## src/rtl/core/plac_pkg.sv

```systemverilog
// Shared types and constants for the position ledger.
`timescale 1ns / 1ps
`default_nettype none
package plac_pkg;
    localparam int NUM_SLOTS = 16;
    localparam int SLOT_W = (NUM_SLOTS > 1) ? $clog2(NUM_SLOTS) : 1;
    localparam logic [23:0] UNITS_LIMIT = 24'd8388607;
    localparam logic [63:0] MAG_LIMIT = 64'h7FFF_FFFF_FFFF_FFFF;

    typedef struct packed {
        logic [3:0]  slot;
        logic        is_sell;
        logic [15:0] quantity;
        logic [31:0] price;
        logic [15:0] multiplier;
    } fill_t;

    typedef enum logic [3:0] {
        ST_IDLE, ST_READ, ST_CLASS, ST_DPREP, ST_DIV, ST_MUL1, ST_MUL2A, ST_MUL2B,
        ST_MUL2C, ST_CHK, ST_ACC, ST_OUT
    } back_state_t;
endpackage
`default_nettype wire

```

## src/rtl/core/plac_front.sv

```systemverilog
// Input front end: two-entry queue of accepted fill beats.
`timescale 1ns / 1ps
`default_nettype none
module plac_front (
    input  wire logic clk,
    input  wire logic rst_n,
    input  wire logic in_valid,
    output logic in_stall,
    input  wire plac_pkg::fill_t in_fill,
    output logic q_valid,
    input  wire logic q_take,
    output plac_pkg::fill_t q_fill
);
    import plac_pkg::*;
    fill_t mem_reg [2];
    logic wp_reg, rp_reg;
    logic [1:0] cnt_reg;
    logic push, pop;

    assign in_stall = (cnt_reg == 2'd2);
    assign push = in_valid && !in_stall;
    assign q_valid = (cnt_reg != 2'd0);
    assign pop = q_valid && q_take;
    assign q_fill = mem_reg[rp_reg];

    always_ff @(posedge clk or negedge rst_n)
    begin
        if (!rst_n)
        begin
            wp_reg <= 1'b0;
            rp_reg <= 1'b0;
            cnt_reg <= 2'd0;
        end
        else
        begin
            if (push) wp_reg <= ~wp_reg;
            if (pop) rp_reg <= ~rp_reg;
            cnt_reg <= cnt_reg + {1'b0, push} - {1'b0, pop};
        end
    end

    always_ff @(posedge clk)
    begin
        if (push) mem_reg[wp_reg] <= in_fill;
    end
endmodule
`default_nettype wire

```

## config.mk

```make
export PLATFORM = sky130hd
export DESIGN_NAME = plac_front
export DESIGN_NICKNAME = d
export VERILOG_FILES = /design/src/rtl/core/plac_pkg.sv /design/src/rtl/core/plac_front.sv
export SDC_FILE = /design/constraint.sdc
export NUM_CORES = 1
export LEC_CHECK = 0
export ABC_AREA = 1
export BUFFER_PORTS_ARGS = -buffer_cell sky130_fd_sc_hd__buf_4
export CORE_MARGIN = 3
export CORE_UTILIZATION = 49
export CTS_BUF_LIST = sky130_fd_sc_hd__clkbuf_4 sky130_fd_sc_hd__clkbuf_8
export DETAILED_ROUTE_END_ITERATION = 8
export MAX_ROUTING_LAYER = met4
export PLACE_DENSITY = 0.78
export SLEW_MARGIN = 20
export SYNTH_ARGS = -nofsm -noshare
export SYNTH_HDL_FRONTEND = slang
export SYNTH_SLANG_ARGS = --single-unit
```

## constraint.sdc

```tcl
create_clock -name clk -period 3.59 [get_ports clk]
set_input_delay 0.1795 -clock clk [delete_from_list [all_inputs] [get_ports clk]]
set_output_delay 0.1795 -clock clk [all_outputs]
set_load 0.02 [all_outputs]
```

Word level (Yosys, flattened, before mapping)

Memory sizes are Yosys's and may differ from the RTL's.
Cells that the tools add are included.

Register bits after elaboration: 4
RAM bits: 138
Bits of input ports: 73
Memories kept: 1

Memories:

| name    | depth | bits a word | rd ports | clocked after memory_dff | wr ports | RTL line         | RTL |
|---|---|---|---|---|---|---|---|
| mem_reg | 2     | 69          | 1        | 0                        | 1        | plac_front.sv:15 | `fill_t mem_reg [2];` |

Add/sub/neg operators: 2
Equal/unequal tests: 1
Mux-type cells: 2
Bitwise gates (word level): 2
Reduce and logical (&&, ||, !) cells: 4

Operators with widths:

| operator           | count |
|---|---|
| $add 2x1->2        | 1 |
| $eq 2x2->1 const B | 1 |
| $logic_and 1x1->1  | 2 |
| $mux 1             | 2 |
| $not 1->1          | 2 |
| $reduce_bool 2->1  | 1 |
| $sub 2x1->2        | 1 |
| $logic_not 1->1    | 1 |

Longest topological paths before layout

Gate-level depths: netlist of the first run.

Word-level depth: 5
Depth in mapped cells: 10
Mapped depth without buffers: 10

Worst setup path after synthesis of the first run

No wires, ideal clock.

Path type: register to register
Start point: reg cnt_reg[1]
End point: mem mem_reg[1][0] in the netlist's numbering, enable pin
Data arrival time: 3440 ps
Data required time: 3094 ps
Setup slack: -346 ps
Stages on the path, launching flop included: 4
Path buffers: 0
Clock period less this slack: 3936 ps
Cell sequence: dfrtp_1 -> nand2_1 -> nand2_1 -> nor2_1

Longest elaborated chain between the ends: 5

RTL lines:

| element                      | RTL line         | RTL |
|---|---|---|
| from (decl)                  | plac_front.sv:17 | `logic [1:0] cnt_reg;` |
| from (signal assigned)       | plac_front.sv:38 | `cnt_reg <= cnt_reg + {1'b0, push} - {1'b0, pop};` |
| $eq 2x2->1                   | plac_front.sv:20 | `assign in_stall = (cnt_reg == 2'd2);` |
| $logic_not 1->1              | plac_front.sv:21 | `assign push = in_valid && !in_stall;` |
| $logic_and 1x1->1            | plac_front.sv:21 |  |
| $mux 1                       | plac_front.sv:44 | `if (push) mem_reg[wp_reg] <= in_fill;` |
| $mux 1 (implied by the code) | plac_front.sv:44 |  |
| to (decl)                    | plac_front.sv:15 |  |

No other way between the ends.

==> results of run 1 <==
## layer usage
metal,track usage (%),vias to the layer above
li1,-,1760
met1,20.3,1678
met2,36.1,105
met3,4.40,14
met4,7.21,0
met5,-,-
## how the worst max path moves through the flow
stage | startpoint | to | depth (start not counted)
after floorplan | cnt_reg[1] | mem_reg[1][0] | 3
after global placement | cnt_reg[1] | mem_reg[1][60] | 4
after detailed placement | cnt_reg[1] | mem_reg[1][60] | 4
after CTS | rp_reg | q_fill[12] | 4
after global routing | rp_reg | q_fill[59] | 4
final | rp_reg | q_fill[33] | 4
## metrics by stage
step / instances / cell area [um2] / util, %
global route: 763 / 7510 / 72.4
finish: 763 / 7510 / 72.4
CTS: 763 / 7510 / 72.4
floorplan: 393 / 5260 / -
detailed placement: 661 / 6450 / 62.2
global placement: 661 / 6450 / 62.2
## synthesized netlist by cell type
cell type,n,area [um2]
edfxtp_1,138,4140
dfrtp_1,4,100
nor2_1,1,3.75
nand3_1,3,15.0
buf_2,7,35.0
buf_6,2,22.5
buf_4,6,45.0
inv_1,9,33.8
nand2_1,220,826
inv_4,1,6.26
ha_1,2,25.0
## where the power goes
group	total, mW	leakage [nW]	switching, mW	internal, mW
Sequential	2.40	1.33	0.145	2.26
Clock	1.12	0.184	0.554	0.563
Combinational	2.29	1.73	1.44	0.844
## worst max-delay path, cell delays in order, from the launching register on
cell and delay (ps):
dfrtp_2 640, inv_4 640, nand2_1 120, nand2_1 110, buf_4 140
## area by class of cell
cell class | count | area, um2
Sequential cell | 142 | 4250
Fill cell | 658 | 2860
Timing Repair Buffer | 218 | 1830
Multi-Input combinational cell | 226 | 877
Clock buffer | 20 | 256
Tap cell | 136 | 170
Clock inverter | 11 | 96.3
Inverter | 10 | 40.0
## cells by family after synthesis
kind of cell	Yosys count	share of synthesized area (%)
AND/OR/NAND/NOR	224	16.1
flip-flops	142	80.7
buffers and inverters	25	2.71
adder cells (fa/ha/maj)	2	0.476
## cells in the final DEF, fill, tap and decap left out
cell type | netlist | layout
ha_1 | 2 | 2
clkbuf_4 | 0 | 3
buf_4 | 6 | 146
bufinv_16 | 0 | 1
dlygate4sd3_1 | 0 | 71
clkinv_4 | 0 | 4
clkbuf_8 | 0 | 17
nand2_1 | 220 | 220
edfxtp_1 | 138 | 138
clkinv_2 | 0 | 4
clkinvlp_4 | 0 | 1
dfrtp_1 | 4 | 3
buf_12 | 0 | 1
inv_1 | 9 | 8
nor2_4 | 0 | 1
inv_4 | 1 | 1
dfrtp_2 | 0 | 1
inv_2 | 0 | 1
clkinv_1 | 0 | 1
nand3_1 | 3 | 3
## what timing repair did
item,in CTS,in global routing
hold buffers,71,0
gates resized for setup,0,0
endpoints found under the hold margin,143,0
endpoints found under the setup margin,0,0
==> key figures, run 1 <==
Clock network
  • Clock Latency Late Sink: 420 ps
  • Root Driver: clkbuf_8
  • Clock Path Buffers: 2
  • Clock sinks: 142
  • CTS Buf Count: 17
  • CTS HTree Levels: 4
  • CTS tree: yes
  • Clock-pin slew on the worst setup and hold paths: 70 ps
  • Number of setup buffers added after CTS: 0

Routing
  • WL/cell: 14.6 um
  • WL met3: 509 um
  • DRT Pass-1 Iters: 5
  • # DRC: 0
  • M1 WL: 4130 um
  • Top Layer Used: met4
  • Routed wire length: 11100 um
  • Avg Vias per Cell: 4.66
  • Vias: 3557
  • Met2 wire length: 6350 um
  • Remaining antenna violation count: 0
  • Initial DRC Count: 167

Worst setup path
  • Startpoint Class: register
  • Crit path kind: register to output port
  • Critical path endpoint category: output port
  • Worst-path fanout max: 70
  • Reg2reg setup slack: 1550 ps
  • Worst R2R Path Depth: 4
  • CP Data Required Time: 3410 ps
  • Worst R2R End: mem_reg[1][4]
  • Reg2reg start: cnt_reg[1]
  • CP arrival: 2080 ps

Floorplanning
  • Top Ports: 144
  • Die Area: 12000 um2
  • Chip width: 110 um
  • Core area: 10400 um2
  • Die height: 110 um
  • Cell Rows: 37
  • Initial core utilization: 50.7%

Final layout
  • Share of cells above drive strength 1: 28.9%
  • Nets@finish: 690
  • Ant. Diodes: 0
  • Number of flip-flops in the largest register: 138
  • Area Growth Syn to Fin: 42.9%

Global routing
  • Gr ovfl total: 0
  • Initial antenna violation count: 0
  • Largest net degree at the start of global routing: 71
  • First-pass GRT wire length: 16800 um
  • Vias in the first global route: 3602
  • Global Route Usage Sum: 19.6%

Timing
  • Fmax: 0.442 GHz
  • RSZ-0062 raised after global routing: no
  • Worst slew pin tran: 919 ps
  • Total negative slack: 0 ps
  • Fin Hold WS: 76.7 ps
  • Final Cycle Share: 63.1%
  • Final critical-path required period: 2260 ps
  • Fin Clk Skew: 11.5 ps
  • Slew Viols, Final: 0
  • # setup viols final: 0
  • Worst rel slew slack: 38.6%
  • Setup WS post-layout: 1330 ps
  • Hold Fails Final Rpt: 0

Logic synthesis
  • Yosys warnings: 0
  • Syn_nets: 468
  • Yosys reg bits: 142
  • Post-synthesis area per instance: 13.4 um2
  • Synthesized area: 5260 um2
  • Post-Synthesis Cells: 393
  • Netlist cell types: 11
  • Seq/Total Area, Yosys: 80.7%

Status
  • Status: finished clean

Place
  • Port bufs: 143
  • RePlAce Congestion: 0.800
  • Post-DP HPWL: 6460 um
  • Place WS: 1530 ps

Min path
  • Worst hold path startpoint: in_valid
  • Worst hold path stage count: 3
  • Min-Delay Path Class: primary input to register
  • Hold path endpoint: wp_reg

Pwr
  • Pwr Total: 5.81 mW
  • Max IR drop VDD: 0.000438 V
  • LEAKAGE: 3.25 nW
  • Pwr dens: 773 nW/um2

Run
  • Max Cap Violations: 0
No activity file was read; power rests on OpenSTA's default activity.
==> inputs of run 2 (changes only) <==
Settings changed: ABC_AREA 1 to 0.
Clock period 3.59 ns to 1.96 ns, I/O delays scaled along.
==> key figures, run 2 <==
Status
  • Status: finished clean (unchanged)

Floorplanning
  • Chip width: 112 um (was 110 um)
  • Initial core utilization: 50.6% (was 50.7%)
  • Die Area: 12600 um2 (was 12000 um2)
  • Cell Rows: 38 (was 37)
  • Die height: 112 um (was 110 um)
  • Top Ports: 144 (unchanged)
  • Core area: 10900 um2 (was 10400 um2)

Final layout
  • Ant. Diodes: 0 (unchanged)
  • Register Area: 4250 um2 (about the same)
  • Area Growth Syn to Fin: 43.9% (was 42.9%)
  • Most frequent cells in the layout: buf_4, edfxtp_1, dlygate4sd3_1 (was nand2_1, buf_4, edfxtp_1)
  • Share of cells above drive strength 1: 53.4% (was 28.9%)
  • Multi-input gate area: 1150 um2 (was 877 um2)
  • Nets@finish: 543 (was 690)
  • Final-layout fill cell count: 640 (was 658)
  • Final Non-Filler Cells: 621 (was 763)
  • Commonest non-fill, non-tap cell in the layout: buf_4 (was nand2_1)
  • Number of flip-flops in the largest register: 138 (unchanged)

Clock network
  • Clock Path Buffers: 2 (unchanged)
  • Post-cts gate resize count: 0 (unchanged)
  • Root Driver: clkbuf_8 (unchanged)
  • Clock Latency Late Sink: 410 ps (was 420 ps)
  • Clock-pin slew on the worst setup and hold paths: 80 ps (was 70 ps)
  • CTS tree: yes (unchanged)
  • CTS Buf Count: 17 (unchanged)
  • CTS HTree Levels: 4 (unchanged)
  • Clock sinks: 142 (unchanged)

Global routing
  • Vias in the first global route: 3371 (was 3602)
  • Initial antenna violation count: 0 (unchanged)
  • Gr ovfl total: 0 (unchanged)
  • Largest net degree at the start of global routing: 43 (was 71)
  • First-pass GRT wire length: 16800 um (about the same)
  • Global Route Usage Sum: 18.1% (was 19.6%)

Logic synthesis
  • Synth Area in Adders: 0.452% (was 0.476%)
  • Most common cell in the synthesized netlist: edfxtp_1 (was nand2_1)
  • Post-Synthesis Cells: 233 (was 393)
  • Largest family of logic cells by synthesized area: multiplexers (was simple AND/OR/NAND/NOR gates)
  • List of most frequent post-synthesis cells: edfxtp_1, mux2_4, buf_12, dfrtp_1, xnor2_1 (was nand2_1, edfxtp_1, inv_1, buf_2, buf_4)
  • Post-synthesis xor/xnor area fraction: 0.633% (was 0%)
  • Synth Area in Compound Gates: 0% (unchanged)
  • Seq/Total Area, Yosys: 76.7% (was 80.7%)
  • Yosys reg bits: 142 (unchanged)
  • Yosys top cell area share: 74.9% (was 78.8%)
  • Multiplexer share of the synthesized area: 18.7% (was 0%)
  • Syn_nets: 308 (was 468)
  • Area contributors post-synth: edfxtp_1, mux2_4, buf_12 (was edfxtp_1, nand2_1, dfrtp_1)
  • Yosys warnings: 0 (unchanged)
  • Cell taking the most area after synthesis: edfxtp_1 (unchanged)
  • Synth async-reset ratio: 2.82% (unchanged)
  • Number of synthesized flops with an enable pin: 138 (unchanged)
  • Synth Flop Type: edfxtp_1 (unchanged)
  • Netlist cell types: 15 (was 11)
  • Post-synthesis area per instance: 23.8 um2 (was 13.4 um2)
  • Synthesized area: 5530 um2 (was 5260 um2)
  • Simple-Gate Fraction of Synth Area: 0.633% (was 16.1%)

Worst setup path
  • Worst R2R Path Depth: 7 (was 4)
  • Reg2reg start: cnt_reg[1] (unchanged)
  • Crit path kind: register to register (was register to output port)
  • Crit path launch: cnt_reg[1] (was rp_reg)
  • CP Data Required Time: 2290 ps (was 3410 ps)
  • Critical path endpoint category: register (was output port)
  • CP arrival: 2130 ps (was 2080 ps)
  • Worst-path fanout max: 3 (was 70)
  • Startpoint Class: register (unchanged)
  • Reg2reg setup slack: 160 ps (was 1550 ps)

Timing
  • Setup WS post-layout: 158 ps (was 1330 ps)
  • Worst rel slew slack: 75.4% (was 38.6%)
  • Worst slew pin tran: 369 ps (was 919 ps)
  • Final Cycle Share: 91.9%
  • Fin Clk Skew: 10.8 ps (was 11.5 ps)
  • Fmax: 0.555 GHz
  • # setup viols final: 0 (unchanged)
  • Fin Hold WS: 408 ps (was 76.7 ps)
  • Total negative slack: 0 ps (unchanged)
  • Final critical-path required period: 1800 ps
  • Slew Viols, Final: 0 (unchanged)
  • RSZ-0062 raised after global routing: no (unchanged)
  • Hold Fails Final Rpt: 0 (unchanged)

Min path
  • Worst hold path stage count: 2 (was 3)
  • Worst hold path startpoint: in_fill[49] (was in_valid)
  • Min-Delay Path Class: primary input to register (unchanged)

Place
  • Post-Place Cells: 514 (was 661)
  • Port bufs: 143 (unchanged)
  • Place WS: 259 ps (was 1530 ps)
  • Post-DP HPWL: 6210 um (was 6460 um)
  • RePlAce Congestion: 0.695 (was 0.800)

Routing
  • Initial DRC Count: 138 (was 167)
  • Remaining antenna violation count: 0 (unchanged)
  • DRT Pass-1 Iters: 6 (was 5)
  • WL/cell: 17.3 um (was 14.6 um)
  • Routed wire length: 10800 um (was 11100 um)
  • Vias: 3006 (was 3557)
  • # DRC: 0 (unchanged)
  • Avg Vias per Cell: 4.84 (was 4.66)

Pwr
  • Max IR drop VDD: 0.000899 V (was 0.000438 V)
  • LEAKAGE: 3.24 nW (was 3.25 nW)
  • Pwr dens: 1460 nW/um2 (was 773 nW/um2)
  • Pwr Total: 11.6 mW (was 5.81 mW)

Run
  • Max Cap Violations: 0 (unchanged)
## run 2: cell types whose count changed in the layout (fill, tap and decap cells not counted), sizes merged, moves of 2 or more
cell         change
mux2            +69
nand2          -219
clkinv           -4
dlygate4sd3      +2
nand3            -3
xnor2            +3
inv              -8
bufinv           +4
buf              +4
## run 2: cell families after synthesis
group	count (synthesis)
buffers and inverters	10
multiplexers	69
XOR/XNOR	4
AND/OR/NAND/NOR	6
flip-flops	142
adder cells (fa/ha/maj)	2
## run 2: power by group
part / internal, mW / switching [mW] / total, mW / leakage [nW]
Sequential: 4.16 / 0.219 / 4.37 / 1.33
Combinational: 2.32 / 2.29 / 4.61 / 1.67
Clock: 1.59 / 1.04 / 2.63 / 0.234
Total: 8.07 / 3.54 / 11.6 / 3.24
## run 2: layout make-up
class / count / share of cell area [%]
Clock inverter: 11 / 2.39
Timing Repair Buffer: 224 / 24.2
Inverter: 2 / 0.0943
Sequential cell: 142 / 53.3
Tap cell: 140 / 2.20
Clock buffer: 21 / 3.39
Multi-Input combinational cell: 81 / 14.4
## run 2: worst paths after layout
kind                                  endpoint
max in group asynchronous               rp_reg
worst max register to register      cnt_reg[1]
worst max-delay path                cnt_reg[1]
worst min-delay path            mem_reg[1][49]
worst min register to register      cnt_reg[0]
min in group asynchronous               wp_reg
## run 2: per-stage QoR
| step | instance area (um2) | utilization (%) |
|---|---|---|
| 2_1_floorplan | 5550 | - |
| 3_3_place_gp | 6760 | 61.8 |
| 3_5_place_dp | 6760 | 61.8 |
| 4_1_cts | 7960 | 72.8 |
| 5_1_grt | 7960 | 72.8 |
| 6_report | 7960 | 72.8 |
## run 2: routing by layer
metal / routed length [um] / GRT usage [%] / share of wire (%)
met5: 0 / - / 0
met2: 5890 / 32.1 / 55
met4: 234 / 7.85 / 2.2
met1: 4010 / 18.6 / 37
met3: 613 / 5.23 / 5.7
## run 2: timing repair
action | in CTS | in global routing
endpoints found under the hold margin | 144 | 0
setup buffers | 2 | 0
endpoints found under the setup margin | 50 | 0
hold buffers | 73 | 0
## run 2: worst max-delay path, stage by stage (launching register included)
cell and delay, ps:
dfrtp_1 410, or2_1 270, and2_4 180, ha_1 290
inv_1 50, ha_1 190, xnor2_1 180, xnor2_1 160
==> inputs of run 3 (changes only) <==
Settings changed: GPL_TIMING_DRIVEN set to 0.
==> key figures, run 3 (same netlist as run 2, synthesis figures left out) <==
Status
  • Status: finished clean (unchanged)

Routing
  • WL/cell: 17.2 um (was 17.3 um)
  • # DRC: 0 (unchanged)
  • Avg Vias per Cell: 4.74 (was 4.84)
  • Remaining antenna violation count: 0 (unchanged)
  • Vias: 2951 (was 3006)
  • Routed wire length: 10700 um (was 10800 um)
  • DRT Pass-1 Iters: 4 (was 6)
  • Initial DRC Count: 111 (was 138)

Final layout
  • Ant. Diodes: 0 (unchanged)
  • Area Growth Syn to Fin: 43.3% (was 43.9%)
  • Share of cells above drive strength 1: 53.2% (was 53.4%)
  • Number of flip-flops in the largest register: 138 (unchanged)
  • Final Non-Filler Cells: 623 (was 621)
  • Nets@finish: 546 (was 543)
  • Commonest non-fill, non-tap cell in the layout: buf_4 (unchanged)
  • Most frequent cells in the layout: buf_4, edfxtp_1, dlygate4sd3_1 (unchanged)

Place
  • Post-Place Cells: 519 (was 514)
  • Port bufs: 143 (unchanged)
  • RePlAce Congestion: 0.679 (was 0.695)
  • Post-DP HPWL: 6460 um (was 6210 um)

Worst setup path
  • Worst-path fanout max: 26 (was 3)
  • CP arrival: 1920 ps (was 2130 ps)
  • Reg2reg setup slack: 160 ps (about the same)
  • Startpoint Class: register (unchanged)
  • Critical path endpoint category: register (unchanged)
  • Crit path kind: register to register (unchanged)
  • Crit path launch: cnt_reg[1] (unchanged)
  • CP Data Required Time: 2080 ps (was 2290 ps)
  • Reg2reg start: cnt_reg[1] (unchanged)

Timing
  • Worst slew pin tran: 654 ps (was 369 ps)
  • Final critical-path required period: 1800 ps (about the same)
  • Final Cycle Share: 91.9% (about the same)
  • Worst rel slew slack: 56.3% (was 75.4%)
  • RSZ-0062 raised after global routing: no (unchanged)
  • Slew Viols, Final: 0 (unchanged)
  • Fmax: 0.555 GHz (about the same)
  • Hold Fails Final Rpt: 0 (unchanged)
  • # setup viols final: 0 (unchanged)
  • Fin Clk Skew: 6.67 ps (was 10.8 ps)

Min path
  • Worst hold path startpoint: in_fill[28] (was in_fill[49])
  • Min-Delay Path Class: primary input to register (unchanged)

Pwr
  • Pwr dens: 1410 nW/um2 (was 1460 nW/um2)
  • Pwr Total: 11.2 mW (was 11.6 mW)
  • Max IR drop VDD: 0.00107 V (was 0.000899 V)
  • LEAKAGE: 3.23 nW (was 3.24 nW)

Clock network
  • CTS Buf Count: 17 (unchanged)
  • Post-cts gate resize count: 0 (unchanged)
  • Clock Path Buffers: 2 (unchanged)
  • Clock-pin slew on the worst setup and hold paths: 70 ps (was 80 ps)
  • CTS HTree Levels: 4 (unchanged)
  • Clock sinks: 142 (unchanged)
  • CTS tree: yes (unchanged)
  • CTS Hold Bufs: 73 (unchanged)
  • Number of setup buffers added after CTS: 0 (was 2)
  • Root Driver: clkbuf_8 (unchanged)
  • Clock Latency Late Sink: 420 ps (was 410 ps)

Floorplanning
  • Initial core utilization: 50.6% (unchanged)
  • Cell Rows: 38 (unchanged)
  • Top Ports: 144 (unchanged)
  • Die Area: 12600 um2 (unchanged)
  • Chip width: 112 um (unchanged)
  • Die height: 112 um (unchanged)
  • Core area: 10900 um2 (unchanged)

Global routing
  • Global Route Usage Sum: 18.6% (was 18.1%)
  • First-pass GRT wire length: 17100 um (was 16800 um)
  • Gr ovfl total: 0 (unchanged)
  • Initial antenna violation count: 0 (unchanged)
  • Vias in the first global route: 3311 (was 3371)
  • Largest net degree at the start of global routing: 38 (was 43)

Run
  • Max Cap Violations: 0 (unchanged)
[run 3: changes by cell type in the layout (fill, tap and decap cells not counted), sizes merged]
| cell | previous run | this run |
|---|---|---|
| clkbuf | 21 | 22 |
| clkinv | 5 | 7 |
| bufinv | 5 | 1 |
| buf | 151 | 154 |
[run 3: worst paths after layout]
path,to,cells past startpoint
min,mem_reg[0][28],2
min reg2reg,cnt_reg[0],1
max in group asynchronous,wp_reg,3
max reg2reg,mem_reg[0][45],4
min in group asynchronous,cnt_reg[0],3
max,mem_reg[0][45],4
[run 3: critical path: stages (launching register included)]
cell and delay, ps:
dfrtp_1 400, nand2b_1 130, nand2_2 120, nor2_4 550, buf_12 280
[run 3: final cells by class]
| cell class | instances | area, um2 |
|---|---|---|
| timing repair buffer | 219 | 1860 |
| buffer | 8 | 151 |
| clock buffer | 22 | 272 |
| clock inverter | 9 | 71.3 |
| inverter | 2 | 7.51 |
| sequential | 142 | 4240 |
| multi-input combinational | 81 | 1150 |
| fill | 680 | 3000 |
| tap | 140 | 175 |
[run 3: power breakdown]
part | internal (mW) | switching (mW) | total (mW) | leakage [nW]
Clock | 1.05 | 0.981 | 2.03 | 0.185
Combinational | 2.50 | 2.34 | 4.84 | 1.71
Sequential | 4.15 | 0.192 | 4.34 | 1.33
Total | 7.70 | 3.52 | 11.2 | 3.23
[run 3: per-layer routing]
layer	global-route usage [%]	vias up	wire (um)
li1	-	1394	-
met1	20.0	1437	4120
met2	31.9	104	5860
met3	6.15	16	502
met4	7.29	0	204
met5	-	-	0
[run 3: per-stage QoR]
step / TNS, ps / hold WS, ps / area, um2 / util (%) / setup WS [ps]
floorplan: -5670 / -198 / 5550 / - / -82.1
global placement: -67230 / -104 / 6790 / 62.1 / -642
detailed placement: 0 / -103 / 6860 / 62.7 / 140
CTS: 0 / 368 / 7930 / 72.5 / 134
global route: 0 / 357 / 7930 / 72.5 / 25.6
finish: 0 / 408 / 7930 / 72.5 / 160
